$ cat src/sv/image_row_column_projection_core_defines.svh
// assertion macros shared by the projection core modules
`ifndef IMAGE_ROW_COLUMN_PROJECTION_CORE_DEFINES_SVH
`define IMAGE_ROW_COLUMN_PROJECTION_CORE_DEFINES_SVH

// same-cycle implication
`define IRCP_ASSERT_NOW(label, clk, rst, ante, cons, msg) \
   label: assert property (@(posedge clk) disable iff (rst) (ante) |-> (cons)) \
      else $error(msg);

// next-cycle implication
`define IRCP_ASSERT_NEXT(label, clk, rst, ante, cons, msg) \
   label: assert property (@(posedge clk) disable iff (rst) (ante) |=> (cons)) \
      else $error(msg);

`endif

$ cat src/sv/ircp_pkg.sv
// types, codes and sizes of the row and column projection core
package ircp_pkg;

   localparam int PIXEL_BITS         = 16;
   localparam int BIN_BITS           = 11;
   localparam int SUM_BITS           = 27;
   localparam int CFG_BITS           = 12;
   localparam int CSR_INDEX_BITS     = 2;
   localparam int IDX_BITS           = 14;
   localparam int MAX_WIDTH_DEFAULT  = 2048;
   localparam int MAX_HEIGHT_DEFAULT = 2048;
   localparam int QUEUE_DEPTH        = 4;

   localparam logic [CFG_BITS-1:0] CFG_SIZE_RESET = 12'd2048;

   localparam logic [1:0] CMD_PIXEL    = 2'd0;
   localparam logic [1:0] CMD_READ_COL = 2'd1;
   localparam logic [1:0] CMD_READ_ROW = 2'd2;

   localparam logic [CSR_INDEX_BITS-1:0] REG_IMAGE_WIDTH  = 2'd0;
   localparam logic [CSR_INDEX_BITS-1:0] REG_IMAGE_HEIGHT = 2'd1;

   typedef struct packed {
      logic [1:0]            cmd;
      logic [PIXEL_BITS-1:0] pixel_value;
      logic [BIN_BITS-1:0]   bin_index;
   } ircp_req_type;

   typedef struct packed {
      logic [SUM_BITS-1:0] projection_sum;
      logic                index_out_of_range;
   } ircp_rsp_type;

   // classified operation handed from front to back
   typedef struct packed {
      logic [1:0]            cmd;
      logic [PIXEL_BITS-1:0] pixel_value;
      logic [IDX_BITS-1:0]   col_addr;
      logic [IDX_BITS-1:0]   row_addr;
      logic                  first_row;
      logic                  row_end;
      logic                  out_of_range;
   } ircp_op_type;

endpackage

$ cat src/sv/ircp_queue.sv
// short operation queue between front and back
module ircp_queue import ircp_pkg::*; (
   input  logic        clock,
   input  logic        reset,
   input  logic        push,
   input  ircp_op_type push_op,
   output logic        full,
   input  logic        pop,
   output logic        head_valid,
   output ircp_op_type head_op
);

   `include "image_row_column_projection_core_defines.svh"

   localparam int PTR_BITS = $clog2(QUEUE_DEPTH);
   localparam int CNT_BITS = $clog2(QUEUE_DEPTH + 1);

   ircp_op_type         entries_ff [QUEUE_DEPTH];
   logic [PTR_BITS-1:0] wr_ptr_ff, wr_ptr_in;
   logic [PTR_BITS-1:0] rd_ptr_ff, rd_ptr_in;
   logic [CNT_BITS-1:0] count_ff, count_in;
   logic                do_pop;

   assign full       = (count_ff == CNT_BITS'(QUEUE_DEPTH));
   assign head_valid = (count_ff != '0);
   assign head_op    = entries_ff[rd_ptr_ff];
   assign do_pop     = pop && head_valid;

   always_comb begin
      wr_ptr_in = wr_ptr_ff;
      rd_ptr_in = rd_ptr_ff;
      count_in  = count_ff;
      if (push) begin
         wr_ptr_in = (wr_ptr_ff == PTR_BITS'(QUEUE_DEPTH - 1)) ? '0 : wr_ptr_ff + 1'b1;
      end
      if (do_pop) begin
         rd_ptr_in = (rd_ptr_ff == PTR_BITS'(QUEUE_DEPTH - 1)) ? '0 : rd_ptr_ff + 1'b1;
      end
      case ({push, do_pop})
         2'b10:   count_in = count_ff + 1'b1;
         2'b01:   count_in = count_ff - 1'b1;
         default: count_in = count_ff;
      endcase
   end

   always_ff @(posedge clock) begin
      if (reset) begin
         wr_ptr_ff <= '0;
         rd_ptr_ff <= '0;
         count_ff  <= '0;
      end else begin
         wr_ptr_ff <= wr_ptr_in;
         rd_ptr_ff <= rd_ptr_in;
         count_ff  <= count_in;
      end
   end

   always_ff @(posedge clock) begin
      if (push) begin
         entries_ff[wr_ptr_ff] <= push_op;
      end
   end

   `IRCP_ASSERT_NOW(a_no_push_when_full, clock, reset, push, !full,
      "queue pushed while full")

endmodule

$ cat config.mk
export PLATFORM = sky130hd
export DESIGN_NAME = ircp_queue
export DESIGN_NICKNAME = d
export VERILOG_FILES = /design/src/sv/ircp_pkg.sv /design/src/sv/ircp_queue.sv
export VERILOG_INCLUDE_DIRS = /design/src /design/src/sv
export SDC_FILE = /design/constraint.sdc
export NUM_CORES = 1
export LEC_CHECK = 0
export BUFFER_PORTS_ARGS = -buffer_cell sky130_fd_sc_hd__buf_2
export CAP_MARGIN = 20
export CELL_PAD_IN_SITES_DETAIL_PLACEMENT = 1
export CELL_PAD_IN_SITES_GLOBAL_PLACEMENT = 1
export CORE_AREA = 2 2 162 164
export CTS_BUF_LIST = sky130_fd_sc_hd__clkbuf_8
export CTS_CLUSTER_DIAMETER = 100
export DETAILED_ROUTE_END_ITERATION = 8
export DIE_AREA = 0 0 164 166
export PLACE_DENSITY_LB_ADDON = 0.1
export SLEW_MARGIN = 10
export SYNTH_ARGS = -nofsm -noshare
export SYNTH_HDL_FRONTEND = slang
export SYNTH_SLANG_ARGS = --single-unit
$ cat constraint.sdc
create_clock -name clock -period 2.15 [get_ports clock]
set_input_delay 0.1075 -clock clock [delete_from_list [all_inputs] [get_ports clock]]
set_output_delay 0.1075 -clock clock [all_outputs]
set_load 0.05 [all_outputs]
==> reports/results.ini <==
[run_status]
status = finished, final reports clean

[worst_setup_path]
critPathBufInv = 2
rr_startpoint = count_ff[2]
cp_max_fo = 15
cpPeakStageDelay_ns = 0.55
startpoint_type = flip-flop
crit_family = multiplexers
worst-setup-path-type = flip-flop to primary output
slowest_stage = mux4_2
arrival_ns = 1.91
critPathCaptureType = primary output
cp_cell_sequence = buf_12 -> mux4_2 -> buf_2
worstPathRequired_ns = 2.04

[floorplanning]
fp.dieW_um = 164
io_pins = 104
die_h_um = 166
start_util_pct = 29.46
placementRows = 59
dieArea_um2 = 27220
core-area_um2 = 25620

[placed_design]
place.gp.congestion = 0.6501
dp_hpwl_um = 9520
io_buffers = 103
dp.cells = 748

[clock_network]
post_cts_resized = 0
path_clk_slew_ns = 0.06
cts_tree = done
cts_sinks = 205
cts_inserted_buffers = 38
clockBufferDepth = 3
htreeDepth = 2
clock_latency_ns = 0.52
root_buffer = clkbuf_8

[logic_synthesis]
synth_top_family_by_area = multiplexers
synth.area.mux_share_pct = 14.99
synth-xor-area-share_pct = 0.2321
seq_area_frac_synth_pct = 80.37
avgSynthCellArea_um2 = 24.75
synth_fa_ha_area_share_pct = 1.260
netlist_area_um2 = 7547
synth-simple-area-share_pct = 1.111
ys_types = 23
yosys_warnings = 0
synth_fp_nets = 365
postSynthCellCount = 305
ys_seq_elements = 205
synth_compound_area_share_pct = 0.4310

[worst_hold_path]
hp-class = input port to flip-flop
worstHoldStart = push

[route]
wirelength_um = 16110
via_per_inst = 4.273
drc = 0
num_vias = 3722
drtAntennaViolNets = 0
post_drt_wl_per_cell_um = 18.50
drt_iter0_drc = 171
firstDrtPassIters = 4

[cells_and_area]
area_growth_pct = 30.11
finalNonFillerCells = 871
fin_util_pct = 38.33
drive_above_1_share_pct = 41.04
register_area_um2 = 6071
nNetsFinal = 567
diodes = 0
nFillCells = 2493
final_common_cell = edfxtp_1
final_cell_mix = edfxtp_1, buf_2, dlygate4sd3_1
multi_input_area_um2 = 1365

[sta]
fmax_mhz = 496.3
tns_ns = 0
max-slew-margin-rel_pct = 73.04
worstMarginPinSlew_ns = 0.4045
setup_viol = 0
min_period_over_period_pct = 93.72
drv_slew = 0
finalHoldViolations = 0
layout_min_cycle_time_ns = 2.015
rsz0062_at_grt = no
skew_ns = 0.02720

[global_route]
antenna_found_initial = 0
grt_overflow = 0
grt_usage_pct = 12.17
grt_pass1_wl_um = 24670
grt_start_max_net_pins = 34
grt_pass1_vias = 4271

[power]
power_density_nw_per_um2 = 1100
p_leak_nw = 3.435
ir_drop_mv = 0.4701

[flow_run]
maxCapViolCount = 0

power breakdown:
| group | switching [mW] | total (mW) | internal, mW |
|---|---|---|---|
| logic | 1.81 | 2.77 | 0.954 |
| clock network | 1.55 | 3.37 | 1.82 |
| registers | 0.0801 | 4.66 | 4.58 |
| total | 3.44 | 10.8 | 7.36 |
metrics by stage:
step | hold WS [ns] | cell area (um^2) | power, mW | setup WS (ns)
floorplan | 0.1766 | 7547 | 6.823 | 0.01763
global placement | 0.3174 | 8592 | 7.451 | 0.3841
detailed placement | 0.3247 | 8592 | 7.473 | 0.2542
CTS | 0.02374 | 9819 | 11.03 | 0.04994
global route | 0.05206 | 9819 | 11.32 | 0.02266
finish | 0.04522 | 9819 | 10.80 | 0.1351
sequential cells by signal, indices dropped and copies added (netlist names), named ones only:
register and flops:
rd_ptr_ff 2, wr_ptr_ff 2, count_ff 3, entries_ff 196
logic make-up (layout without fill, tap and decap cells):
kind of cell	after synthesis	count (layout)
buf+inv	18	249
flops	205	205
fa+ha+maj	7	7
xor+xnor	2	2
mux	51	51
compound gates	6	6
simple gates	16	16
worst reg2reg max path, cell delays in order, from the launching register on:
cell and delay, ns:
dfxtp_1 0.39, o31ai_1 0.12, inv_1 0.07, ha_1 0.17, inv_1 0.06, fa_1 0.38, xor2_1 0.16, or3_1 0.31
a21oi_1 0.14
worst paths after layout:
| path | slack (ns) | to | depth (start not counted) |
|---|---|---|---|
| setup / recovery | 0.14 | head_op[16] | 3 |
| hold / removal | 0.05 | wr_ptr_ff[0] | 4 |
| setup reg to reg | 0.29 | count_ff[2] | 8 |
| hold reg to reg | 0.49 | flip-flop | 2 |
synthesized netlist by cell type, drive strengths merged:
cell	n	area share, %
edfxtp	196	78
mux4	49	15
buf	11	1.3
dfxtp	9	2.4
inv	7	0.35
ha	6	0.99
nor2	6	0.30
a21oi	4	0.27
and2	4	0.33
or3	3	0.25
mux2i	2	0.27
xor2	2	0.23
and3	1	0.083
fa	1	0.27
nand2	1	0.050
nor3b	1	0.10
o21ai	1	0.066
o31ai	1	0.10
timing repair:
action | CTS | global route
hold buffers | 51 | 0
setup endpoints to repair | 39 | 0
buffers inserted | 3 | 0
hold endpoints to repair | 205 | 0
cell type report:
cell class / instances / share of cell area [%]
clock buffers: 43 / 6.027
clock inverters: 26 / 1.045
inverters: 7 / 0.2676
multi-input cells: 82 / 13.90
flip-flops and latches: 205 / 61.82
well taps: 335 / 4.269
repair buffers: 173 / 12.67
layer usage:
layer / track usage [%] / share of wire (%) / vias to the layer above
li1: - / - / 1695
met1: 16.15 / 45 / 1890
met2: 19.02 / 47 / 107
met3: 3.447 / 5.7 / 30
met4: 4.577 / 2.1 / 0
met5: 0 / 0 / -
No activity file was read; power rests on OpenSTA's default activity.
