===== src/sv/image_row_column_projection_core_defines.svh =====
// assertion macros shared by the projection core modules
`ifndef IMAGE_ROW_COLUMN_PROJECTION_CORE_DEFINES_SVH
`define IMAGE_ROW_COLUMN_PROJECTION_CORE_DEFINES_SVH

// same-cycle implication
`define IRCP_ASSERT_NOW(label, clk, rst, ante, cons, msg) \
   label: assert property (@(posedge clk) disable iff (rst) (ante) |-> (cons)) \
      else $error(msg);

// next-cycle implication
`define IRCP_ASSERT_NEXT(label, clk, rst, ante, cons, msg) \
   label: assert property (@(posedge clk) disable iff (rst) (ante) |=> (cons)) \
      else $error(msg);

`endif


===== src/sv/ircp_pkg.sv =====
// types, codes and sizes of the row and column projection core
package ircp_pkg;

   localparam int PIXEL_BITS         = 16;
   localparam int BIN_BITS           = 11;
   localparam int SUM_BITS           = 27;
   localparam int CFG_BITS           = 12;
   localparam int CSR_INDEX_BITS     = 2;
   localparam int IDX_BITS           = 14;
   localparam int MAX_WIDTH_DEFAULT  = 2048;
   localparam int MAX_HEIGHT_DEFAULT = 2048;
   localparam int QUEUE_DEPTH        = 4;

   localparam logic [CFG_BITS-1:0] CFG_SIZE_RESET = 12'd2048;

   localparam logic [1:0] CMD_PIXEL    = 2'd0;
   localparam logic [1:0] CMD_READ_COL = 2'd1;
   localparam logic [1:0] CMD_READ_ROW = 2'd2;

   localparam logic [CSR_INDEX_BITS-1:0] REG_IMAGE_WIDTH  = 2'd0;
   localparam logic [CSR_INDEX_BITS-1:0] REG_IMAGE_HEIGHT = 2'd1;

   typedef struct packed {
      logic [1:0]            cmd;
      logic [PIXEL_BITS-1:0] pixel_value;
      logic [BIN_BITS-1:0]   bin_index;
   } ircp_req_type;

   typedef struct packed {
      logic [SUM_BITS-1:0] projection_sum;
      logic                index_out_of_range;
   } ircp_rsp_type;

   // classified operation handed from front to back
   typedef struct packed {
      logic [1:0]            cmd;
      logic [PIXEL_BITS-1:0] pixel_value;
      logic [IDX_BITS-1:0]   col_addr;
      logic [IDX_BITS-1:0]   row_addr;
      logic                  first_row;
      logic                  row_end;
      logic                  out_of_range;
   } ircp_op_type;

endpackage


===== src/sv/ircp_front.sv =====
// request intake: configuration, raster position tracking and classification
module ircp_front import ircp_pkg::*; #(
   parameter int MAX_WIDTH  = MAX_WIDTH_DEFAULT,
   parameter int MAX_HEIGHT = MAX_HEIGHT_DEFAULT
) (
   input  logic                      clock,
   input  logic                      reset,
   input  logic                      req_valid,
   output logic                      req_ready,
   input  ircp_req_type              req,
   input  logic                      csr_valid,
   output logic                      csr_ready,
   input  logic [CSR_INDEX_BITS-1:0] csr_index,
   input  logic [CFG_BITS-1:0]       csr_data,
   input  logic                      queue_full,
   output logic                      push,
   output ircp_op_type               push_op
);

   localparam int CW = $clog2(MAX_WIDTH);
   localparam int RW = $clog2(MAX_HEIGHT);
   localparam logic [IDX_BITS-1:0] MAX_W = IDX_BITS'(MAX_WIDTH);
   localparam logic [IDX_BITS-1:0] MAX_H = IDX_BITS'(MAX_HEIGHT);

   logic [CFG_BITS-1:0] width_ff, width_in;
   logic [CFG_BITS-1:0] height_ff, height_in;
   logic [CW-1:0]       col_pos_ff, col_pos_in;
   logic [RW-1:0]       row_pos_ff, row_pos_in;

   logic [IDX_BITS-1:0] w_cfg, h_cfg, w_eff, h_eff;
   logic [IDX_BITS-1:0] col_cur, row_cur, col_next, row_next, bin_ext;
   logic                row_end, frame_end, accept, is_pixel;

   assign csr_ready = 1'b1;
   assign req_ready = !queue_full;
   assign accept    = req_valid && req_ready;
   assign is_pixel  = (req.cmd == CMD_PIXEL);

   always_comb begin
      w_cfg = {{(IDX_BITS-CFG_BITS){1'b0}}, width_ff};
      h_cfg = {{(IDX_BITS-CFG_BITS){1'b0}}, height_ff};
      // zero acts as one, oversize acts as the maximum
      if (width_ff == '0) begin
         w_eff = IDX_BITS'(1);
      end else if (w_cfg > MAX_W) begin
         w_eff = MAX_W;
      end else begin
         w_eff = w_cfg;
      end
      if (height_ff == '0) begin
         h_eff = IDX_BITS'(1);
      end else if (h_cfg > MAX_H) begin
         h_eff = MAX_H;
      end else begin
         h_eff = h_cfg;
      end
   end

   always_comb begin
      col_cur   = IDX_BITS'(col_pos_ff);
      row_cur   = IDX_BITS'(row_pos_ff);
      col_next  = col_cur + 1'b1;
      row_next  = row_cur + 1'b1;
      row_end   = (col_next >= w_eff);
      frame_end = (row_next >= h_eff);
      bin_ext   = {{(IDX_BITS-BIN_BITS){1'b0}}, req.bin_index};
   end

   always_comb begin
      push_op             = '0;
      push_op.cmd         = req.cmd;
      push_op.pixel_value = req.pixel_value;
      push_op.first_row   = (row_cur == '0);
      push_op.row_end     = row_end;
      case (req.cmd)
         CMD_PIXEL: begin
            push_op.col_addr = col_cur;
            push_op.row_addr = row_cur;
         end
         CMD_READ_COL: begin
            push_op.col_addr     = bin_ext;
            push_op.out_of_range = (bin_ext >= w_eff);
         end
         CMD_READ_ROW: begin
            // rows are read back in reversed order
            push_op.row_addr     = h_eff - IDX_BITS'(1) - bin_ext;
            push_op.out_of_range = (bin_ext >= h_eff);
         end
         default: begin
            push_op.out_of_range = 1'b0;
         end
      endcase
      push = accept && (is_pixel || req.cmd == CMD_READ_COL || req.cmd == CMD_READ_ROW);
   end

   always_comb begin
      width_in   = width_ff;
      height_in  = height_ff;
      col_pos_in = col_pos_ff;
      row_pos_in = row_pos_ff;
      if (csr_valid && csr_ready) begin
         case (csr_index)
            REG_IMAGE_WIDTH:  width_in  = csr_data;
            REG_IMAGE_HEIGHT: height_in = csr_data;
            default:          width_in  = width_ff;
         endcase
      end
      if (accept && is_pixel) begin
         if (row_end) begin
            col_pos_in = '0;
            row_pos_in = frame_end ? '0 : row_next[RW-1:0];
         end else begin
            col_pos_in = col_next[CW-1:0];
         end
      end
   end

   always_ff @(posedge clock) begin
      if (reset) begin
         width_ff   <= CFG_SIZE_RESET;
         height_ff  <= CFG_SIZE_RESET;
         col_pos_ff <= '0;
         row_pos_ff <= '0;
      end else begin
         width_ff   <= width_in;
         height_ff  <= height_in;
         col_pos_ff <= col_pos_in;
         row_pos_ff <= row_pos_in;
      end
   end

endmodule


===== config.mk =====
export PLATFORM = sky130hd
export DESIGN_NAME = ircp_front
export DESIGN_NICKNAME = d
export VERILOG_FILES = /design/src/sv/image_row_column_projection_core_defines.svh /design/src/sv/ircp_pkg.sv /design/src/sv/ircp_front.sv
export SDC_FILE = /design/constraint.sdc
export NUM_CORES = 1
export LEC_CHECK = 0
export BUFFER_PORTS_ARGS = -buffer_cell sky130_fd_sc_hd__buf_2
export CELL_PAD_IN_SITES_DETAIL_PLACEMENT = 1
export CELL_PAD_IN_SITES_GLOBAL_PLACEMENT = 2
export CORE_MARGIN = 4
export CORE_UTILIZATION = 31
export DETAILED_ROUTE_END_ITERATION = 8
export PLACE_DENSITY_LB_ADDON = 0.08
export SETUP_SLACK_MARGIN = 0.02
export SYNTH_ARGS = -nofsm -noshare
export SYNTH_HDL_FRONTEND = slang
export SYNTH_SLANG_ARGS = --single-unit
export TNS_END_PERCENT = 1

===== constraint.sdc =====
create_clock -name clock -period 3.4 [get_ports clock]
set_input_delay 0.34 -clock clock [delete_from_list [all_inputs] [get_ports clock]]
set_output_delay 0.34 -clock clock [all_outputs]
set_load 0.01 [all_outputs]

==> results of run 1 <==
==> layout make-up <==
cell class | instances | area (µm²)
inverter | 38 | 143
multi-input combinational | 438 | 3020
sequential | 46 | 930
clock buffer | 6 | 129
clock inverter | 2 | 13.8
timing repair buffer | 82 | 458
tap | 176 | 220
fill | 1686 | 8430
==> power groups by stage <==
| stage | sequential (mW) | combinational [mW] | clock (mW) |
|---|---|---|---|
| after floorplan | 0.567 | 0.159 | 0 |
| after global placement | 0.570 | 0.230 | 0 |
| after detailed placement | 0.570 | 0.234 | 0 |
| after CTS | 0.559 | 0.239 | 0.518 |
| after global routing | 0.561 | 0.266 | 0.543 |
| final | 0.560 | 0.239 | 0.503 |
==> per-layer routing <==
| layer | wire length, µm | global-route usage, % |
|---|---|---|
| met5 | 0 | 0 |
| met4 | 95 | 2.87 |
| met3 | 443 | 2.90 |
| met2 | 6270 | 28.2 |
| met1 | 7030 | 24.5 |
==> worst paths after layout <==
check | from | end | cells after the start
worst min register to register | width_ff[0] | width_ff[0] | 2
worst min-delay path | csr_data[11] | width_ff[11] | 2
worst max register to register | row_pos_ff[0] | row_pos_ff[2] | 13
worst max-delay path | height_ff[10] | push_op[15] | 14
==> stage by stage <==
step                      hold slack, ns  instance area [µm²]  instances  utilization (%)  worst slack [ns]
after floorplan                    0.436                 4250        567                -             0.330
after global placement             0.461                 4640        776             34.7             0.147
after detailed placement           0.460                 4640        776             34.7             0.111
after CTS                          0.276                 4850        787             36.4          0.000281
after global routing               0.297                 4910        788             36.8           -0.0525
final                              0.283                 4910        788             36.8             0.144
==> kinds of logic after synthesis <==
family / count (synthesis) / share of synthesized area [%]
AOI/OAI and AO/OA: 142 / 21.5
xor gates and xnor gates: 26 / 5.37
adders and majority gates: 66 / 19.6
buffers and inverters: 83 / 9.52
DFF: 46 / 21.7
muxes: 1 / 0.236
other: 2 / 0.177
and+or+nand+nor: 199 / 21.9
==> sequential cells by signal, summed over array words and instances, names as in the netlist <==
| name | count |
|---|---|
| col_pos_ff | 11 |
| height_ff | 12 |
| row_pos_ff | 11 |
| width_ff | 12 |
==> layout by cell type, fill, tap and decap left out, types with 5 or more instances in the layout <==
cell type  count
a21o_1         7
a21oi_1       51
a22o_1        17
and3_1         6
buf_2         63
buf_4         19
clkbuf_16      5
dfxtp_1       39
dfxtp_2        7
ha_1          63
inv_1         37
nand2_1      102
nand3_1       13
nand3b_1       6
nor2_1        27
nor2b_1        5
nor3_1        11
o21ai_0       16
o21ai_1       17
xnor2_1        9
xor2_1        16
==> repair_timing <==
item | in CTS | in global routing
hold endpoints to repair | 0 | 0
setup endpoints to repair | 5 | 20
pin swaps | 8 | 3
resized for setup | 13 | 19
setup buffers | 3 | 1
==> qor.yml, run 1 <==
power:
  comb_power_share_pct: 18.3
  intPower_mw: 0.916
  p_leak_nw: 2.35
  netSwitchingFraction_pct: 29.6
  power_frac_clock_pct: 38.6
  power_mw: 1.30
  switchingPower_mw: 0.385
  ir_worst_vdd_v: 0.000206
  pwr-share-seq_pct: 43.0
  powerDensity_nw_per_um2: 265
grt:
  grt_first_pass_wirelength_um: 22100
  grt_max_degree: 47
  antenna_found_initial: 0
  grt_usage_pct: 17.3
  grt_pass1_vias: 4076
  overflow: 0
cts:
  cts_sinks: 46
  cts_buffer_depth: 2
  cts_max_level: 2
  clk_latency_ns: 0.30
  ctsHoldBuffers: 0
  cts_tree: "yes"
  cts_root_buffer: "clkbuf_16"
  clk_pin_slew_worst_paths_ns: 0.07
  cts_buffers: 5
logic_synthesis:
  synthDistinctLibCells: 49
  yosysSeqAreaShare_pct: 21.7
  syn_area_per_cell_um2: 7.51
  synth.most_common_cell: "nand2_1"
  synth_top_area_cell: "dfxtp_1"
  synthArstFlopShare_pct: 0
  synth_flop_cell: "dfxtp_1"
  synth-edff-count: 0
  synth_area_leaders: "dfxtp_1 22%, ha_1 19%, nand2_1 9.0%, a21oi_1 6.1%, buf_4 4.2%"
  synth_cells: 565
  netlist_area_um2: 4240
  ys_seq_elements: 46
  post-synth-top-area-fraction_pct: 21.7
  yosys_warnings: 0
  synth.top_cells.by_count: "102 x nand2_1, 65 x ha_1, 52 x a21oi_1, 46 x dfxtp_1, 38 x inv_1"
routing:
  via_per_inst: 5.13
  drc: 0
  wl_um: 13800
  dr.pass1.iters: 4
  vias: 4041
  drt_iter0_markers: 190
  routedWlPerCell_um: 17.6
  antenna_left: 0
run:
  cap_violations: 0
place:
  dpl.hpwl_um: 11300
  portBuffers: 63
  routabilityCongestion: 0.834
timing:
  slew_viol_final: 0
  min_period_ns: 3.26
  timing.final.crit_share_pct: 95.8
  fmax_mhz: 307
  tns_ns: 0
  max-slew-margin-rel_pct: 36.7
  rsz0062_at_grt: "yes"
  finalSetupViolations: 0
  tightest_slew_ns: 0.950
  hold_viol_final: 0
  skew_ns: 0.00735
layout:
  diodes: 0
  synthToLayoutAreaGrowth_pct: 15.8
  fin_nets: 725
  drive_above_1_share_pct: 20.8
worst_setup_path:
  crit_path_max_fanout: 2
  r2r_setup_slack_ns: 0.26
  worstPathCellList: "nor4_4 -> a31oi_1 -> nor2_2 -> ha_2 -> inv_2 -> fa_2 -> nand3b_1 -> a21boi_2 -> o21ai_2 -> nor2b_4 -> o21ai_2 -> a221o_1 -> a211oi_1 -> buf_2"
  cp_slowest_stage_delay_ns: 0.34
  slowest_stage: "dfxtp_2"
  arrival_ns: 2.92
  crit_top_cell: "o21ai_2"
  critPathTopFamily: "compound AO/OA/AOI/OAI gates"
  path_buf_inv: 2
  startpoint_type: "flop"
  crit_type: "flop to primary output"
  cp-end-kind: "primary output"
  required_ns: 3.06
run_status:
  status: "completed"
floorplanning:
  die_h_um: 125
  pin_count: 100
  start_util_pct: 31.8
  die_x_um: 125
  die_area_um2: 15600
  fp-row-count: 42
  core_um2: 13300
hold_path:
  hp-class: "primary input to flop"
Power figures use the tool's default switching activity.
==> run 2, diff against run 1 <==
Settings changed: ABC_AREA set to 1, CORE_UTILIZATION 31 to 29, CTS_CLUSTER_SIZE set to 12, PLACE_DENSITY set to 0.89, PLACE_DENSITY_LB_ADDON 0.08 to unset.
==> run 2 against run 1 <==
Effect of this change: sequential power increased by 1%; worst hold slack better by 0.017 ns; synthesized cell count is 27% higher; global-route usage up 0.24 points; maximum frequency is 0.24% higher; largest cell class unchanged; core utilization down 3.0 points; critical path depth did not move; register-to-register slack gained 0.24 ns; first-iteration DRC count shrank 17%; sequential share of layout area is 1.1 points lower; non-clock buffer count down 13.
==> qor.yml, run 2 <==
logic_synthesis:
  synth_cells: 717  # was 565
  synthDistinctLibCells: 35  # was 49
  yosysSeqAreaShare_pct: 20.3  # was 21.7%
  synthMuxAreaShare_pct: 0  # was 0.236%
  synth_top_family_by_area: "simple AND/OR/NAND/NOR gates"  # unchanged
  synth_flop_cell: "dfxtp_1"  # unchanged
  synth-edff-count: 0  # unchanged
  yosys.area_share.adder_pct: 18.4  # was 19.6%
  post-synth-top-area-fraction_pct: 20.3  # was 21.7%
  synth.top_cells.by_count: "165 x nand2_1, 104 x inv_1, 83 x nor2_1, 65 x ha_1, 54 x o21ai_0"  # was 102 x nand2_1, 65 x ha_1, 52 x a21oi_1, 46 x dfxtp_1, 38 x inv_1
  syn_area_per_cell_um2: 6.32  # was 7.51 µm²
  synth_top_area_cell: "dfxtp_1"  # unchanged
  synth-compound-area-share_pct: 15.4  # was 21.5%
  synth_xor_area_share_pct: 1.74  # was 5.37%
  synth-simple-area-share_pct: 29.5  # was 21.9%
  netlist_area_um2: 4530  # was 4240 µm²
  synthArstFlopShare_pct: 0  # unchanged
  synth.most_common_cell: "nand2_1"  # unchanged
  yosys_warnings: 0  # unchanged
  ys_seq_elements: 46  # unchanged
  synth_area_leaders: "dfxtp_1 20%, ha_1 18%, nand2_1 14%, inv_1 8.6%, nor2_1 6.9%"  # was dfxtp_1 22%, ha_1 19%, nand2_1 9.0%, a21oi_1 6.1%, buf_4 4.2%
worst_setup_path:
  arrival_ns: 2.91  # was 2.92 ns
  startpoint_type: "flop"  # unchanged
  slowest_stage: "dfxtp_1"  # was dfxtp_2
  cp_slowest_stage_delay_ns: 0.33  # was 0.34 ns
  crit_type: "flop to primary output"  # unchanged
  worstPathCellList: "nor4_2 -> nand3_1 -> nand2_1 -> buf_4 -> nand2_1 -> inv_1 -> ha_1 -> nand2_1 -> nor2_1 -> nand3_1 -> nand3_1 -> o21ai_0 -> o21ai_0 -> buf_2"  # was nor4_4 -> a31oi_1 -> nor2_2 -> ha_2 -> inv_2 -> fa_2 -> nand3b_1 -> a21boi_2 -> o21ai_2 -> nor2b_4 -> o21ai_2 -> a221o_1 -> a211oi_1 -> buf_2
  required_ns: 3.06  # about the same
  crit_path_max_fanout: 9  # was 2
  cp-end-kind: "primary output"  # unchanged
  path_buf_inv: 3  # was 2
  critPathTopFamily: "simple AND/OR/NAND/NOR gates"  # was compound AO/OA/AOI/OAI gates
power:
  power_mw: 1.50  # was 1.30 mW
  switchingPower_mw: 0.467  # was 0.385 mW
  netSwitchingFraction_pct: 31.1  # was 29.6%
  comb_power_share_pct: 22.8  # was 18.3%
  ir_worst_vdd_v: 0.000195  # was 0.000206 V
  pwr-share-seq_pct: 37.8  # was 43.0%
  powerDensity_nw_per_um2: 291  # was 265 nW/µm²
  p_leak_nw: 2.66  # was 2.35 nW
  power_frac_clock_pct: 39.3  # was 38.6%
  intPower_mw: 1.03  # was 0.916 mW
hold_path:
  hp-class: "primary input to flop"  # unchanged
grt:
  antenna_found_initial: 0  # unchanged
  grt_first_pass_wirelength_um: 24600  # was 22100 µm
  overflow: 0  # unchanged
  grt_pass1_vias: 4645  # was 4076
  grt_max_degree: 27  # was 47
  grt_usage_pct: 17.5  # was 17.3%
place:
  dpl.hpwl_um: 12800  # was 11300 µm
  pre_cts_slack_ns: 0.276  # was 0.111 ns
  portBuffers: 63  # unchanged
  dpl_cell_area_um2: 4900  # was 4640 µm²
  routabilityCongestion: 0.839  # was 0.834
timing:
  slew_viol_final: 0  # unchanged
  hold_viol_final: 0  # unchanged
  finalSetupViolations: 0  # unchanged
  max-slew-margin-rel_pct: 47.5  # was 36.7%
  timing.final.crit_share_pct: 95.5  # was 95.8%
  tightest_slew_ns: 0.784  # was 0.950 ns
  rsz0062_at_grt: "yes"  # unchanged
  min_period_ns: 3.25  # was 3.26 ns
  skew_ns: 0.00790  # was 0.00735 ns
  fmax_mhz: 308  # was 307 MHz
  fin_ws_ns: 0.152  # was 0.144 ns
routing:
  drc: 0  # unchanged
  via_per_inst: 4.76  # was 5.13
  dr.pass1.iters: 4  # unchanged
  vias: 4591  # was 4041
  wl_um: 15400  # was 13800 µm
  drt_iter0_markers: 157  # was 190
  routedWlPerCell_um: 16.0  # was 17.6 µm
  antenna_left: 0  # unchanged
run_status:
  status: "completed"  # unchanged
run:
  cap_violations: 0  # unchanged
cts:
  cts_tree: "yes"  # unchanged
  cts_buffer_depth: 2  # unchanged
  cts_sinks: 46  # unchanged
  clk_pin_slew_worst_paths_ns: 0.07  # about the same
  cts_max_level: 2  # unchanged
  cts_root_buffer: "clkbuf_16"  # unchanged
  postCtsSetupBuffers: 0  # was 3
  ctsHoldBuffers: 0  # unchanged
  clk_latency_ns: 0.30  # about the same
  cts_buffers: 5  # unchanged
floorplanning:
  fp-row-count: 45  # was 42
  die_h_um: 133  # was 125 µm
  die_area_um2: 17700  # was 15600 µm²
  pin_count: 100  # unchanged
  die_x_um: 133  # was 125 µm
  core_um2: 15300  # was 13300 µm²
  start_util_pct: 29.7  # was 31.8%
layout:
  final_area_um2: 5160  # was 4910 µm²
  final_cell_mix: "163 x nand2_1, 104 x inv_1, 82 x nor2_1, 63 x buf_2, 59 x ha_1"  # was 102 x nand2_1, 63 x ha_1, 63 x buf_2, 51 x a21oi_1, 39 x dfxtp_1
  layout_commonest_cell: "nand2_1"  # unchanged
  synthToLayoutAreaGrowth_pct: 14.0  # was 15.8%
  n_fill_cell: 2034  # was 1686
  fin_nets: 868  # was 725
  drive_above_1_share_pct: 14.3  # was 20.8%
  reg_top3: "height_ff: 12 flops, width_ff: 12 flops"  # unchanged
  diodes: 0  # unchanged
-- run 2: cell types whose count changed after synthesis, sizes merged, moves of 9 or more --
cell / before / now
a22o: 17 / 0
and3: 10 / 0
inv: 38 / 106
nand2: 102 / 166
nand3: 14 / 38
nor2: 30 / 87
o21ai: 35 / 57
o22ai: 0 / 11
xnor2: 10 / 1
-- run 2: layout make-up --
| type | count | area [µm²] | share of cell area, % |
|---|---|---|---|
| repair buffers | 69 | 360 | 6.98 |
| well taps | 211 | 264 | 5.11 |
| multi-input cells | 526 | 3050 | 59.1 |
| inverters | 106 | 398 | 7.71 |
| flip-flops and latches | 46 | 921 | 17.8 |
| clock inverters | 1 | 30.0 | 0.582 |
| clock buffers | 6 | 139 | 2.69 |
-- run 2: cells by family after synthesis --
| kind of cell | Yosys count |
|---|---|
| AOI/OAI and AO/OA | 129 |
| xor gates and xnor gates | 9 |
| adders and majority gates | 66 |
| buffers and inverters | 147 |
| DFF | 46 |
| other | 2 |
| and+or+nand+nor | 318 |
-- run 2: final timing paths --
kind,start,end,slack [ns],cells past startpoint
worst max-delay path,height_ff[0],push_op[12],0.15,14
worst min-delay path,csr_data[6],width_ff[6],0.30,3
worst min register to register,col_pos_ff[10],col_pos_ff[10],0.48,2
worst max register to register,col_pos_ff[0],row_pos_ff[10],0.50,17
-- run 2: tightest hold or removal path, delay by kind of cell --
kind / cells / cell delay (ns)
buf+inv: 1 / 0.09
simple gates: 2 / 0.14
-- run 2: per-stage QoR --
step	hold slack [ns]	cells	TNS [ns]	util, %
finish	0.300	965	0	33.8
CTS	0.296	965	0	33.2
global placement	0.457	958	0	32.1
floorplan	0.445	719	0	-
detailed placement	0.470	958	0	32.1
global route	0.303	965	-0.248	33.8
-- run 2: timing repair --
| action | 4_1_cts | 5_1_grt |
|---|---|---|
| resized for setup | 2 | 25 |
| setup endpoints to repair | 2 | 11 |
| cloned | 0 | 0 |
| pin swaps | 0 | 3 |
-- run 2: power by group through the flow --
stage	clock network (mW)	logic, mW	registers, mW
floorplan	0	0.229	0.575
global placement	0	0.325	0.579
detailed placement	0	0.329	0.579
CTS	0.609	0.331	0.567
global route	0.628	0.391	0.570
finish	0.591	0.343	0.568
-- run 2: routing by layer --
layer  wire (µm)  GRT usage, %  vias up
li1            -             -     2360
met4         235          4.39        0
met5           0             0        -
met1        7290          22.9     2167
met2        7460          30.2       51
met3         424          2.66       13
